$ cat src/pli_pkg.sv
`timescale 1ns / 1ps
// ----------------------------------------------------------------------------
// pli_pkg
// Shared types and constants of the piecewise linear interpolator.
// ----------------------------------------------------------------------------
package pli_pkg;

	localparam int MAX_POINTS = 64;
	localparam int PTR_W      = $clog2(MAX_POINTS);
	localparam int CNT_W      = 7;
	localparam int DIV_CNT_W  = 6;
	localparam int FRAC_W     = 16;

	typedef enum logic [1:0] {
		MODE_LOAD  = 2'd0,
		MODE_CLAMP = 2'd1,
		MODE_WRAP  = 2'd2,
		MODE_NONE  = 2'd3
	} mode_t;

	typedef enum logic {
		STATUS_OK    = 1'b0,
		STATUS_EMPTY = 1'b1
	} status_t;

	typedef struct packed {
		logic [1:0]         mode;
		logic [PTR_W-1:0]   point_index;
		logic signed [31:0] point_time;
		logic signed [31:0] point_value;
		logic signed [31:0] query_time;
	} req_t;

	typedef struct packed {
		logic signed [31:0] result_value;
		logic               status;
	} rsp_t;

	typedef struct packed {
		logic signed [31:0] bp_time;
		logic signed [31:0] bp_value;
	} bp_t;

	// shift-subtract divider request and response
	typedef struct packed {
		logic [31:0]          rem;
		logic [31:0]          dvd;
		logic [31:0]          den;
		logic [DIV_CNT_W-1:0] steps;
	} div_req_t;

	typedef struct packed {
		logic              done;
		logic [FRAC_W-1:0] quo;
		logic [31:0]       rem;
	} div_rsp_t;

endpackage

$ cat src/pli_div.sv
`timescale 1ns / 1ps
// ----------------------------------------------------------------------------
// pli_div
// Restoring divider, one quotient bit per cycle. Serves both the wrap
// modulo and the Q0.16 interval fraction.
// ----------------------------------------------------------------------------
module pli_div import pli_pkg::*; (
	input  logic     clk,
	input  logic     arst_n,
	input  logic     go,
	input  div_req_t req,
	output div_rsp_t rsp
);

	logic [31:0]          rem_q;
	logic [31:0]          dvd_q;
	logic [31:0]          den_q;
	logic [FRAC_W-1:0]    quo_q;
	logic [DIV_CNT_W-1:0] cnt_q;
	logic                 done_q;
	logic [32:0]          trial;
	logic                 fits;

	assign trial = {rem_q, dvd_q[31]};
	assign fits  = trial >= {1'b0, den_q};

	always_ff @(posedge clk or negedge arst_n) begin
		if (!arst_n) begin
			cnt_q  <= '0;
			done_q <= 1'b0;
		end else begin
			done_q <= 1'b0;
			if (go) begin
				cnt_q <= req.steps;
			end else if (cnt_q != '0) begin
				cnt_q <= cnt_q - 1'b1;
				if (cnt_q == DIV_CNT_W'(1)) begin
					done_q <= 1'b1;
				end
			end
		end
	end

	always_ff @(posedge clk) begin
		if (go) begin
			rem_q <= req.rem;
			dvd_q <= req.dvd;
			den_q <= req.den;
			quo_q <= '0;
		end else if (cnt_q != '0) begin
			dvd_q <= {dvd_q[30:0], 1'b0};
			quo_q <= {quo_q[FRAC_W-2:0], fits};
			if (fits) begin
				rem_q <= 32'(trial - {1'b0, den_q});
			end else begin
				rem_q <= trial[31:0];
			end
		end
	end

	assign rsp = '{done: done_q, quo: quo_q, rem: rem_q};

endmodule

$ cat config.mk
export PLATFORM = sky130hd
export DESIGN_NAME = pli_div
export DESIGN_NICKNAME = d
export VERILOG_FILES = /design/src/pli_pkg.sv /design/src/pli_div.sv
export SDC_FILE = /design/constraint.sdc
export NUM_CORES = 1
export LEC_CHECK = 0
export ABC_CLOCK_PERIOD_IN_PS = 3900
export BUFFER_PORTS_ARGS = -buffer_cell sky130_fd_sc_hd__buf_2
export CAP_MARGIN = 20
export CELL_PAD_IN_SITES_DETAIL_PLACEMENT = 2
export CELL_PAD_IN_SITES_GLOBAL_PLACEMENT = 2
export CORE_MARGIN = 2
export CORE_UTILIZATION = 35
export CTS_CLUSTER_SIZE = 25
export DETAILED_ROUTE_END_ITERATION = 12
export GPL_ROUTABILITY_DRIVEN = 0
export PLACE_DENSITY_LB_ADDON = 0.05
export SLEW_MARGIN = 0
export SYNTH_ARGS = -nofsm -noshare
export SYNTH_HDL_FRONTEND = slang
export SYNTH_SLANG_ARGS = --single-unit
export TNS_END_PERCENT = 30
$ cat constraint.sdc
create_clock -name clk -period 3.9 [get_ports clk]
set_input_delay 1.17 -clock clk [delete_from_list [all_inputs] [get_ports clk]]
set_output_delay 1.17 -clock clk [all_outputs]
set_load 0.005 [all_outputs]
==> run_summary.xml, run 1 <==
<?xml version="1.0" encoding="UTF-8"?>
<metrics>
  <group name="yosys">
    <metric name="synth-edff-count" unit="">96</metric>
    <metric name="yosys-top-cells-area" unit="">sky130_fd_sc_hd__edfxtp_1 (41%), sky130_fd_sc_hd__ha_1 (6.1%), sky130_fd_sc_hd__mux2_2 (5.3%)</metric>
    <metric name="seq_total_area_yosys" unit="%">48.15</metric>
    <metric name="synth-seq-cells" unit="">119</metric>
    <metric name="synth-main-ff-cell" unit="">sky130_fd_sc_hd__edfxtp_1</metric>
    <metric name="synthesis.nets" unit="">786</metric>
    <metric name="synth_top_cell_by_area" unit="">sky130_fd_sc_hd__edfxtp_1</metric>
    <metric name="async_reset_ff_share" unit="%">5.882</metric>
    <metric name="top_cells_by_count_synth" unit="">sky130_fd_sc_hd__edfxtp_1 (96), sky130_fd_sc_hd__nand2_1 (55), sky130_fd_sc_hd__inv_1 (47), sky130_fd_sc_hd__a21oi_1 (36), sky130_fd_sc_hd__ha_1 (34)</metric>
    <metric name="synth_area_per_cell" unit="µm²">10.86</metric>
    <metric name="synthDominantCellAreaShare" unit="%">41.09</metric>
    <metric name="synthesis.instances" unit="">646</metric>
    <metric name="yosys_warnings" unit="">0</metric>
    <metric name="synthMostInstantiatedCell" unit="">sky130_fd_sc_hd__edfxtp_1</metric>
    <metric name="syn-cell-area" unit="µm²">7015</metric>
    <metric name="synth_cell_types" unit="">69</metric>
  </group>
  <group name="floorplanning">
    <metric name="design.core.area" unit="µm²">19590</metric>
    <metric name="placement_rows" unit="">51</metric>
    <metric name="fp.dieH" unit="µm">145.6</metric>
    <metric name="initial_utilization" unit="%">35.81</metric>
    <metric name="dieArea" unit="µm²">21190</metric>
    <metric name="die_span_in_x" unit="µm">145.6</metric>
    <metric name="io_pins" unit="">154</metric>
  </group>
  <group name="timing">
    <metric name="timing.final.crit_share" unit="%">87.05</metric>
    <metric name="worst_pin_slew" unit="ps">999.9</metric>
    <metric name="slew_headroom" unit="%">33.09</metric>
    <metric name="setup_tns" unit="ps">0</metric>
    <metric name="report.final.slew_viol_count" unit="">0</metric>
    <metric name="timing.final.hold_violations" unit="">0</metric>
    <metric name="final-setup-viol-count" unit="">0</metric>
    <metric name="final.hold.worst_slack" unit="ps">495.0</metric>
    <metric name="final_period_minus_worst_setup_slack" unit="ps">3395</metric>
    <metric name="fmax" unit="GHz">0.2946</metric>
    <metric name="worst_slack" unit="ps">505.1</metric>
    <metric name="fin_worst_skew" unit="ps">13.00</metric>
    <metric name="rsz0062_at_grt" unit="">no</metric>
  </group>
  <group name="power">
    <metric name="power.share.combinational" unit="%">45.4</metric>
    <metric name="p_seq_share" unit="%">29.0</metric>
    <metric name="power.switching" unit="mW">2.677</metric>
    <metric name="vdd.ir_drop.worst" unit="V">0.0003088</metric>
    <metric name="sw_frac_of_total" unit="%">40.38</metric>
    <metric name="power_report.internal_total" unit="mW">3.951</metric>
    <metric name="clkPwrFrac" unit="%">25.7</metric>
    <metric name="p_leak" unit="nW">3.693</metric>
    <metric name="power.density_cell_area" unit="nW/µm²">768.9</metric>
  </group>
  <group name="detailed_routing">
    <metric name="drt_pass1_iterations" unit="">4</metric>
    <metric name="detail_route.iter0.violations" unit="">220</metric>
    <metric name="drc" unit="">0</metric>
    <metric name="post_drt_wl_per_cell" unit="µm">20.02</metric>
    <metric name="routed_via_count_divided_by_cell_count" unit="">5.302</metric>
    <metric name="vias" unit="">5657</metric>
    <metric name="route.antenna.remaining_nets" unit="">0</metric>
    <metric name="routed_wirelength" unit="mm">21.36</metric>
  </group>
  <group name="job">
    <metric name="maxCapViolCount" unit="">0</metric>
  </group>
  <group name="critical_path">
    <metric name="critPathCaptureType" unit="">register</metric>
    <metric name="crit_path_start_kind" unit="">register</metric>
    <metric name="worstPathArrival" unit="ps">3550</metric>
    <metric name="timing.setup.critical_path_class" unit="">reg2reg</metric>
    <metric name="req_time_crit_path" unit="ps">4060</metric>
    <metric name="reg2reg_depth" unit="">10</metric>
    <metric name="crit_path_max_fanout" unit="">17</metric>
  </group>
  <group name="min_path">
    <metric name="cell_depth_of_the_worst_hold_path" unit="">1</metric>
    <metric name="hold_class" unit="">reg2reg</metric>
  </group>
  <group name="global_routing">
    <metric name="overall_global_routing_resource_usage" unit="%">20.52</metric>
    <metric name="first_global_vias" unit="">6227</metric>
    <metric name="global_route_wire_length_before_repair" unit="mm">34.49</metric>
    <metric name="grt_remaining_overflow" unit="">0</metric>
    <metric name="grt_max_degree" unit="">112</metric>
    <metric name="number_of_antenna_violations_at_the_first_check_in_global_routing" unit="">2</metric>
  </group>
  <group name="clock_network">
    <metric name="cts_htree_levels" unit="">4</metric>
    <metric name="cts_hold_buf" unit="">0</metric>
    <metric name="path_clk_slew" unit="ps">70</metric>
    <metric name="cts_inserted_buffers" unit="">17</metric>
    <metric name="post-cts-setup-buffers" unit="">0</metric>
    <metric name="clk_latency" unit="ps">430</metric>
    <metric name="clock-sinks" unit="">119</metric>
    <metric name="tritoncts" unit="">yes</metric>
    <metric name="maximum_buffer_depth_of_the_clock_tree" unit="">2</metric>
    <metric name="post_cts_gate_resize_count" unit="">0</metric>
    <metric name="root_buffer" unit="">sky130_fd_sc_hd__clkbuf_16</metric>
  </group>
  <group name="cells_and_area">
    <metric name="final_layout_size_suffix_gt1_share" unit="%">31.92</metric>
    <metric name="synthToLayoutAreaGrowth" unit="%">22.88</metric>
    <metric name="final_core_util" unit="%">44.01</metric>
    <metric name="fin_area" unit="µm²">8621</metric>
    <metric name="design.final.nets" unit="">929</metric>
    <metric name="antenna-diode-count" unit="">0</metric>
  </group>
  <group name="placed_design">
    <metric name="detailedPlace.worstSlack" unit="ps">463.8</metric>
    <metric name="detailed_place.area" unit="µm²">8005</metric>
    <metric name="dp_hpwl" unit="mm">15.77</metric>
    <metric name="portBuffers" unit="">153</metric>
  </group>
  <group name="status">
    <metric name="run_status" unit="">completed</metric>
  </group>
</metrics>
[cells in the final DEF (no fill, tap or decap), types with 8 or more instances in the layout]
master                      Yosys  final
sky130_fd_sc_hd__o21ai_0       26     26
sky130_fd_sc_hd__xnor2_1       16     16
sky130_fd_sc_hd__inv_1         47     46
sky130_fd_sc_hd__a21oi_1       36     36
sky130_fd_sc_hd__clkbuf_16      0     17
sky130_fd_sc_hd__a22o_1        16     16
sky130_fd_sc_hd__a21o_1        11     11
sky130_fd_sc_hd__mux2_2        33     33
sky130_fd_sc_hd__nand3_1       31     31
sky130_fd_sc_hd__buf_2         11    152
sky130_fd_sc_hd__dfxtp_1       16     16
sky130_fd_sc_hd__ha_1          34     34
sky130_fd_sc_hd__nor2_1        27     27
sky130_fd_sc_hd__buf_4          6     10
sky130_fd_sc_hd__a31oi_1       11     11
sky130_fd_sc_hd__xor2_1        11     11
sky130_fd_sc_hd__edfxtp_1      96     96
sky130_fd_sc_hd__nand2_1       55     55
sky130_fd_sc_hd__nand4_1       12     12
sky130_fd_sc_hd__mux2i_1       11     11
sky130_fd_sc_hd__o311ai_1       8      8
[path summary, 6_finish.rpt]
kind / start / endpoint / slack, ps
worst max-delay path: rem_q[9]$_DFFE_PP_ / rem_q[1]$_DFFE_PP_ / 510
worst min-delay path: quo_q[9]$_SDFFE_PP0P_ / quo_q[10]$_SDFFE_PP0P_ / 490
worst max register to register: rem_q[9]$_DFFE_PP_ / rem_q[1]$_DFFE_PP_ / 510
worst min register to register: quo_q[9]$_SDFFE_PP0P_ / quo_q[10]$_SDFFE_PP0P_ / 490
max in group asynchronous: arst_n / cnt_q[0]$_DFFE_PN0P_ / 3160
min in group asynchronous: arst_n / cnt_q[2]$_DFFE_PN0P_ / 570
[through the flow]
| step | instances | total power [mW] |
|---|---|---|
| final | 1067 | 6.628 |
| after global routing | 1067 | 7.068 |
| after CTS | 1067 | 6.695 |
| after detailed placement | 1035 | 4.947 |
| after global placement | 1035 | 4.837 |
| after floorplan | 646 | 4.020 |
[registers in the layout, indices dropped and copies added (netlist names)]
register	flops
den_q	32
quo_q	16
rem_q	32
cnt_q	6
dvd_q	32
done_q	1
[kinds of logic after synthesis]
group                    after synthesis  synth area share [%]
AO/OA/AOI/OAI                        170                 18.19
XOR/XNOR                              27                 3.371
adder cells (fa/ha/maj)               35                 6.349
AND/OR/NAND/NOR                      163                 11.31
multiplexers                          44                 6.867
buffers and inverters                 88                 5.760
flip-flops                           119                 48.15
[final cells by class]
class | instances | area, µm²
inverter | 48 | 180.2
fill | 2138 | 10970
sequential | 119 | 3378
tap | 265 | 331.6
clock inverter | 14 | 186.4
timing repair buffer | 164 | 875.8
clock buffer | 18 | 429.2
multi-input combinational | 439 | 3239
[worst max-delay path, cell delays in order, from the launching register on]
cell,delay (ps)
sky130_fd_sc_hd__edfxtp_1,430
sky130_fd_sc_hd__ha_1,420
sky130_fd_sc_hd__a21oi_1,290
sky130_fd_sc_hd__o22ai_1,110
sky130_fd_sc_hd__o31ai_1,400
sky130_fd_sc_hd__o22ai_1,210
sky130_fd_sc_hd__nor3_2,300
sky130_fd_sc_hd__o31a_2,340
sky130_fd_sc_hd__buf_4,300
sky130_fd_sc_hd__mux2i_1,230
sky130_fd_sc_hd__o21ai_0,90
[power by group through the flow]
stage	logic (mW)	clock network [mW]	registers [mW]
after global routing	3.32	1.78	1.96
after floorplan	2.12	0	1.90
after CTS	3.03	1.74	1.93
final	3.01	1.70	1.92
after detailed placement	3.00	0	1.95
after global placement	2.91	0	1.93
[per-layer routing]
layer	global-route usage, %	share of wire, %	vias to the layer above
met5	0	0	-
met4	6.716	1.8	0
met3	5.549	5.2	26
met2	35.00	49	140
met1	25.24	44	2793
li1	-	-	2698
(Power assumes the default switching activity.)
==> run 2: changes to the inputs <==
Settings changed: RECOVER_POWER set to 25.
==> run 2 against run 1 <==
Effect of this change:
- combinational power is essentially flat
- hold slack better by 0.96 ps
- die area unchanged
==> run_summary.xml, run 2 (synthesized netlist as in run 1, its figures left out) <==
<?xml version="1.0" encoding="UTF-8"?>
<metrics>
  <group name="status">
    <metric name="run_status" unit="">completed</metric>
  </group>
  <group name="critical_path">
    <metric name="crit_path_max_fanout" unit="">17</metric>
    <metric name="worstPathArrival" unit="ps">3550</metric>
    <metric name="cp_common_cell" unit="">sky130_fd_sc_hd__o22ai_1</metric>
    <metric name="cp_slowest_cell" unit="">sky130_fd_sc_hd__edfxtp_1</metric>
    <metric name="crit_path_start_kind" unit="">register</metric>
    <metric name="crit_chain" unit="">ha_1 -&gt; a21oi_1 -&gt; o22ai_1 -&gt; o31ai_1 -&gt; o22ai_1 -&gt; nor3_2 -&gt; o31a_2 -&gt; buf_4 -&gt; mux2i_1 -&gt; o21ai_0</metric>
    <metric name="critPathCaptureType" unit="">register</metric>
    <metric name="req_time_crit_path" unit="ps">4020</metric>
    <metric name="path_delay_family" unit="">compound AO/OA/AOI/OAI gates</metric>
    <metric name="cp_slowest_stage_delay" unit="ps">430</metric>
    <metric name="timing.setup.critical_path_class" unit="">reg2reg</metric>
    <metric name="critPathBufInv" unit="">1</metric>
    <metric name="ff2ff_setup_slack" unit="ps">470</metric>
  </group>
  <group name="floorplanning">
    <metric name="design.core.area" unit="µm²">19590</metric>
    <metric name="dieArea" unit="µm²">21190</metric>
    <metric name="io_pins" unit="">154</metric>
    <metric name="fp.dieH" unit="µm">145.6</metric>
    <metric name="die_span_in_x" unit="µm">145.6</metric>
    <metric name="placement_rows" unit="">51</metric>
    <metric name="initial_utilization" unit="%">35.81</metric>
  </group>
  <group name="clock_network">
    <metric name="cts_htree_levels" unit="">4</metric>
    <metric name="post-cts-setup-buffers" unit="">0</metric>
    <metric name="clock-sinks" unit="">119</metric>
    <metric name="post_cts_gate_resize_count" unit="">0</metric>
    <metric name="path_clk_slew" unit="ps">70</metric>
    <metric name="clk_latency" unit="ps">430</metric>
    <metric name="cts_inserted_buffers" unit="">17</metric>
    <metric name="cts_hold_buf" unit="">0</metric>
    <metric name="root_buffer" unit="">sky130_fd_sc_hd__clkbuf_16</metric>
    <metric name="tritoncts" unit="">yes</metric>
    <metric name="maximum_buffer_depth_of_the_clock_tree" unit="">2</metric>
  </group>
  <group name="timing">
    <metric name="timing.final.hold_violations" unit="">0</metric>
    <metric name="setup_tns" unit="ps">0</metric>
    <metric name="final_period_minus_worst_setup_slack" unit="ps">3427</metric>
    <metric name="report.final.slew_viol_count" unit="">0</metric>
    <metric name="slew_headroom" unit="%">4.056</metric>
    <metric name="worst_slack" unit="ps">472.9</metric>
    <metric name="final-setup-viol-count" unit="">0</metric>
    <metric name="fin_worst_skew" unit="ps">12.84</metric>
    <metric name="rsz0062_at_grt" unit="">no</metric>
    <metric name="worst_pin_slew" unit="ps">1439</metric>
    <metric name="timing.final.crit_share" unit="%">87.87</metric>
    <metric name="fmax" unit="GHz">0.2918</metric>
  </group>
  <group name="detailed_routing">
    <metric name="routed_wirelength" unit="mm">21.33</metric>
    <metric name="met3_length" unit="mm">1.088</metric>
    <metric name="routed_via_count_divided_by_cell_count" unit="">5.304</metric>
    <metric name="routed.top_layer" unit="">met4</metric>
    <metric name="drc" unit="">0</metric>
    <metric name="detail_route.iter0.violations" unit="">227</metric>
    <metric name="drt_pass1_iterations" unit="">4</metric>
    <metric name="route.antenna.remaining_nets" unit="">0</metric>
    <metric name="post_drt_wl_per_cell" unit="µm">19.99</metric>
    <metric name="wl_met2" unit="mm">10.46</metric>
    <metric name="vias" unit="">5659</metric>
    <metric name="route.layer.met1.wl" unit="mm">9.396</metric>
  </group>
  <group name="cells_and_area">
    <metric name="final_common_cell" unit="">sky130_fd_sc_hd__buf_2</metric>
    <metric name="instances_no_fill" unit="">1067</metric>
    <metric name="biggest_regs" unit="">den_q (32), dvd_q (32), rem_q (32)</metric>
    <metric name="synthToLayoutAreaGrowth" unit="%">22.63</metric>
    <metric name="fin_area" unit="µm²">8603</metric>
    <metric name="antenna-diode-count" unit="">0</metric>
    <metric name="final_layout_size_suffix_gt1_share" unit="%">31.67</metric>
    <metric name="final_cell_mix" unit="">sky130_fd_sc_hd__buf_2 (151), sky130_fd_sc_hd__edfxtp_1 (96), sky130_fd_sc_hd__nand2_1 (55)</metric>
    <metric name="design.final.nets" unit="">929</metric>
  </group>
  <group name="power">
    <metric name="power.density_cell_area" unit="nW/µm²">770.9</metric>
    <metric name="p_total" unit="mW">6.632</metric>
    <metric name="p_leak" unit="nW">3.681</metric>
    <metric name="vdd.ir_drop.worst" unit="V">0.0003087</metric>
  </group>
  <group name="global_routing">
    <metric name="grt_remaining_overflow" unit="">0</metric>
    <metric name="grt_max_degree" unit="">112</metric>
    <metric name="overall_global_routing_resource_usage" unit="%">20.52</metric>
    <metric name="first_global_vias" unit="">6227</metric>
    <metric name="global_route_wire_length_before_repair" unit="mm">34.49</metric>
    <metric name="number_of_antenna_violations_at_the_first_check_in_global_routing" unit="">2</metric>
  </group>
  <group name="placed_design">
    <metric name="portBuffers" unit="">153</metric>
    <metric name="detailed_place.area" unit="µm²">8005</metric>
    <metric name="place.detailed.instances" unit="">1035</metric>
    <metric name="detailedPlace.worstSlack" unit="ps">463.8</metric>
    <metric name="dp_hpwl" unit="mm">15.77</metric>
  </group>
  <group name="job">
    <metric name="maxCapViolCount" unit="">0</metric>
  </group>
  <group name="min_path">
    <metric name="hold_class" unit="">reg2reg</metric>
  </group>
</metrics>
-- run 2: cell count changes in the layout (fill, tap and decap cells not counted), sizes merged --
cell / previous run / this run
buf: 164 / 161
clkbuf: 18 / 21
-- run 2: worst paths after layout --
check | cells past startpoint | end | from
worst max-delay path | 10 | rem_q[1]$_DFFE_PP_ | rem_q[9]$_DFFE_PP_
worst min-delay path | 1 | quo_q[10]$_SDFFE_PP0P_ | quo_q[9]$_SDFFE_PP0P_
worst max register to register | 10 | rem_q[1]$_DFFE_PP_ | rem_q[9]$_DFFE_PP_
worst min register to register | 1 | quo_q[10]$_SDFFE_PP0P_ | quo_q[9]$_SDFFE_PP0P_
max in group asynchronous | 1 | cnt_q[3]$_DFFE_PN0P_ | arst_n
min in group asynchronous | 1 | cnt_q[2]$_DFFE_PN0P_ | arst_n
-- run 2: layout make-up --
class / count / area, µm²
well taps: 265 / 331.6
flip-flops and latches: 119 / 3378
clock inverters: 14 / 186.4
repair buffers: 164 / 858.3
inverters: 48 / 180.2
multi-input cells: 439 / 3239
fillers: 2143 / 10990
clock buffers: 18 / 429.2
-- run 2: stage by stage --
stage / hold WS, ps / utilization (%)
floorplan: 474.7 / -
global placement: 461.5 / 40.86
detailed placement: 488.8 / 40.86
global route: 523.9 / 43.92
finish: 496.0 / 43.92
CTS: 503.8 / 44.01
-- run 2: worst register-to-register path, delay by kind of cell, from the launching register on --
family                     cells  cell delay, ps
and+or+nand+nor                1             300
AOI/OAI and AO/OA              6            1440
muxes                          1             240
buffers and inverters          1             300
DFF                            1             430
adders and majority gates      1             420
-- run 2: metal layers --
metal | GRT usage [%] | vias to the layer above
met3 | 5.549 | 25
met1 | 25.24 | 2798
li1 | - | 2700
met2 | 35.00 | 136
met4 | 6.716 | 0
met5 | 0 | -
-- run 2: power breakdown --
group          internal (mW)  switching (mW)
Sequential              1.71           0.209
Clock                   1.03           0.677
Combinational           1.21            1.79
==> run 3: changes to the inputs <==
Settings changed: CORE_ASPECT_RATIO set to 0.7.
==> run 3 against run 2 <==
Effect of this change:
- the run now ends with max-capacitance violations, max-slew violations left
- sequential power is essentially flat
- core utilization shrank 0.36 points
- largest cell class unchanged
- worst setup slack worse by 92 ps
- critical path depth decreased by 1
- critical path type unchanged
- total power shrank 0.57%
- first-iteration DRC count increased by 33%
- register-to-register slack lost 90 ps
- clock power down 5%
- routed wire length grew 0.68%
==> run_summary.xml, run 3 (synthesized netlist as in run 1, its figures left out) <==
<?xml version="1.0" encoding="UTF-8"?>
<metrics>
  <group name="status">
    <metric name="run_status" unit="">finished, violations left</metric>
    <metric name="failed_checks" unit="">max-capacitance violations, max-slew violations</metric>
  </group>
  <group name="timing">
    <metric name="worst_slack" unit="ps">381.2</metric>
    <metric name="final-setup-viol-count" unit="">0</metric>
    <metric name="setup_tns" unit="ps">0</metric>
    <metric name="report.final.slew_viol_count" unit="">40</metric>
    <metric name="fin_worst_skew" unit="ps">9.307</metric>
    <metric name="timing.final.crit_share" unit="%">90.23</metric>
    <metric name="rsz0062_at_grt" unit="">no</metric>
    <metric name="worst_pin_slew" unit="ps">2006</metric>
    <metric name="fmax" unit="GHz">0.2842</metric>
    <metric name="final_period_minus_worst_setup_slack" unit="ps">3519</metric>
    <metric name="slew_headroom" unit="%">-33.71</metric>
    <metric name="timing.final.hold_violations" unit="">0</metric>
  </group>
  <group name="floorplanning">
    <metric name="dieArea" unit="µm²">21210</metric>
    <metric name="fp.dieH" unit="µm">122.5</metric>
    <metric name="io_pins" unit="">154</metric>
    <metric name="initial_utilization" unit="%">35.53</metric>
    <metric name="design.core.area" unit="µm²">19750</metric>
    <metric name="die_span_in_x" unit="µm">173.2</metric>
    <metric name="placement_rows" unit="">43</metric>
  </group>
  <group name="cells_and_area">
    <metric name="final_layout_size_suffix_gt1_share" unit="%">31.09</metric>
    <metric name="final_common_cell" unit="">sky130_fd_sc_hd__buf_2</metric>
    <metric name="instances_no_fill" unit="">1074</metric>
    <metric name="final_cell_mix" unit="">sky130_fd_sc_hd__buf_2 (150), sky130_fd_sc_hd__edfxtp_1 (96), sky130_fd_sc_hd__nand2_1 (55)</metric>
    <metric name="synthToLayoutAreaGrowth" unit="%">22.60</metric>
    <metric name="design.final.nets" unit="">931</metric>
    <metric name="biggest_regs" unit="">den_q (32), dvd_q (32), rem_q (32)</metric>
    <metric name="antenna-diode-count" unit="">0</metric>
  </group>
  <group name="critical_path">
    <metric name="timing.critical_path.from" unit="">rem_q[9]$_DFFE_PP_</metric>
    <metric name="ff2ff_setup_slack" unit="ps">380</metric>
    <metric name="timing.setup.critical_path_class" unit="">reg2reg</metric>
    <metric name="crit_path_max_fanout" unit="">17</metric>
    <metric name="crit_path_start_kind" unit="">register</metric>
    <metric name="worstPathArrival" unit="ps">3690</metric>
    <metric name="req_time_crit_path" unit="ps">4070</metric>
    <metric name="critPathCaptureType" unit="">register</metric>
    <metric name="regToRegStartpoint" unit="">rem_q[9]$_DFFE_PP_</metric>
  </group>
  <group name="global_routing">
    <metric name="groute.layer.met2.usage" unit="%">32.78</metric>
    <metric name="first_global_vias" unit="">6112</metric>
    <metric name="grt.met1_usage" unit="%">28.53</metric>
    <metric name="global_route_wire_length_before_repair" unit="mm">34.35</metric>
    <metric name="grt_remaining_overflow" unit="">0</metric>
    <metric name="grt_busiest_layer" unit="">met2</metric>
    <metric name="met3_usage" unit="%">6.196</metric>
    <metric name="grt_max_degree" unit="">61</metric>
    <metric name="number_of_antenna_violations_at_the_first_check_in_global_routing" unit="">0</metric>
    <metric name="overall_global_routing_resource_usage" unit="%">20.99</metric>
  </group>
  <group name="detailed_routing">
    <metric name="routed_via_count_divided_by_cell_count" unit="">5.285</metric>
    <metric name="drc" unit="">0</metric>
    <metric name="post_drt_wl_per_cell" unit="µm">20.00</metric>
    <metric name="drt_pass1_iterations" unit="">4</metric>
    <metric name="route.antenna.remaining_nets" unit="">0</metric>
    <metric name="vias" unit="">5676</metric>
    <metric name="detail_route.iter0.violations" unit="">301</metric>
    <metric name="routed_wirelength" unit="mm">21.48</metric>
  </group>
  <group name="clock_network">
    <metric name="cts_hold_buf" unit="">0</metric>
    <metric name="post-cts-setup-buffers" unit="">0</metric>
    <metric name="cts_inserted_buffers" unit="">17</metric>
    <metric name="clk_latency" unit="ps">430</metric>
    <metric name="cts_htree_levels" unit="">4</metric>
    <metric name="maximum_buffer_depth_of_the_clock_tree" unit="">2</metric>
    <metric name="post_cts_gate_resize_count" unit="">0</metric>
    <metric name="clock-sinks" unit="">119</metric>
    <metric name="path_clk_slew" unit="ps">60</metric>
    <metric name="tritoncts" unit="">yes</metric>
    <metric name="root_buffer" unit="">sky130_fd_sc_hd__clkbuf_16</metric>
  </group>
  <group name="placed_design">
    <metric name="place.detailed.instances" unit="">1041</metric>
    <metric name="portBuffers" unit="">153</metric>
    <metric name="dp_hpwl" unit="mm">15.80</metric>
    <metric name="detailedPlace.worstSlack" unit="ps">473.3</metric>
  </group>
  <group name="job">
    <metric name="maxCapViolCount" unit="">1</metric>
  </group>
  <group name="power">
    <metric name="vdd.ir_drop.worst" unit="V">0.0003676</metric>
    <metric name="p_leak" unit="nW">3.679</metric>
    <metric name="power.density_cell_area" unit="nW/µm²">766.7</metric>
  </group>
  <group name="min_path">
    <metric name="hold_class" unit="">reg2reg</metric>
    <metric name="hp-start" unit="">quo_q[11]$_SDFFE_PP0P_</metric>
  </group>
</metrics>
run 3: cell types whose count changed in the layout (fill, tap and decap cells not counted), sizes merged:
| cell | delta |
|---|---|
| clkbuf | +5 |
| inv | -8 |
| clkinv | +4 |
| clkinvlp | -1 |
| buf | +2 |
run 3: routing by layer:
| metal | vias to the layer above | share of wire, % |
|---|---|---|
| li1 | 2703 | - |
| met1 | 2841 | 48 |
| met2 | 113 | 45 |
| met3 | 19 | 5.4 |
| met4 | 0 | 0.99 |
| met5 | - | 0 |
run 3: metrics by stage:
stage / hold slack, ps / utilization (%) / cell area [µm²] / power (mW)
floorplan: 474.7 / - / 7015 / 4.020
global placement: 460.6 / 40.55 / 8006 / 4.857
detailed placement: 491.5 / 40.55 / 8006 / 4.970
CTS: 506.0 / 43.55 / 8600 / 6.651
global route: 530.8 / 43.56 / 8601 / 7.049
finish: 502.4 / 43.56 / 8601 / 6.594
run 3: critical path: stages, from the launching register on:
cell and delay (ps):
sky130_fd_sc_hd__edfxtp_1 430, sky130_fd_sc_hd__ha_1 420, sky130_fd_sc_hd__a21oi_1 300, sky130_fd_sc_hd__o22ai_1 140
sky130_fd_sc_hd__o31ai_1 420, sky130_fd_sc_hd__o22ai_1 200, sky130_fd_sc_hd__nor3_2 290, sky130_fd_sc_hd__o31a_2 550
sky130_fd_sc_hd__nor2_1 100, sky130_fd_sc_hd__a221o_1 410
run 3: final cells by class:
type / instances / area (µm²)
clock buffers: 23 / 467.9
inverters: 48 / 180.2
clock inverters: 9 / 125.1
fillers: 2118 / 11140
repair buffers: 166 / 872.1
well taps: 270 / 337.8
flip-flops and latches: 119 / 3378
multi-input cells: 439 / 3239
run 3: report_power, final:
part / leakage [nW] / total (mW) / internal [mW] / switching (mW)
clock: 0.290 / 1.61 / 1.03 / 0.575
sequential: 1.21 / 1.91 / 1.71 / 0.195
combinational: 2.18 / 3.08 / 1.21 / 1.86
total: 3.68 / 6.59 / 3.96 / 2.63
run 3: final timing paths:
kind / to / depth (start not counted)
max reg2reg: rem_q[30]$_DFFE_PP_ / 9
min reg2reg: quo_q[12]$_SDFFE_PP0P_ / 1
min: quo_q[12]$_SDFFE_PP0P_ / 1
max: rem_q[30]$_DFFE_PP_ / 9
max in group asynchronous: cnt_q[4]$_DFFE_PN0P_ / 1
min in group asynchronous: cnt_q[3]$_DFFE_PN0P_ / 1
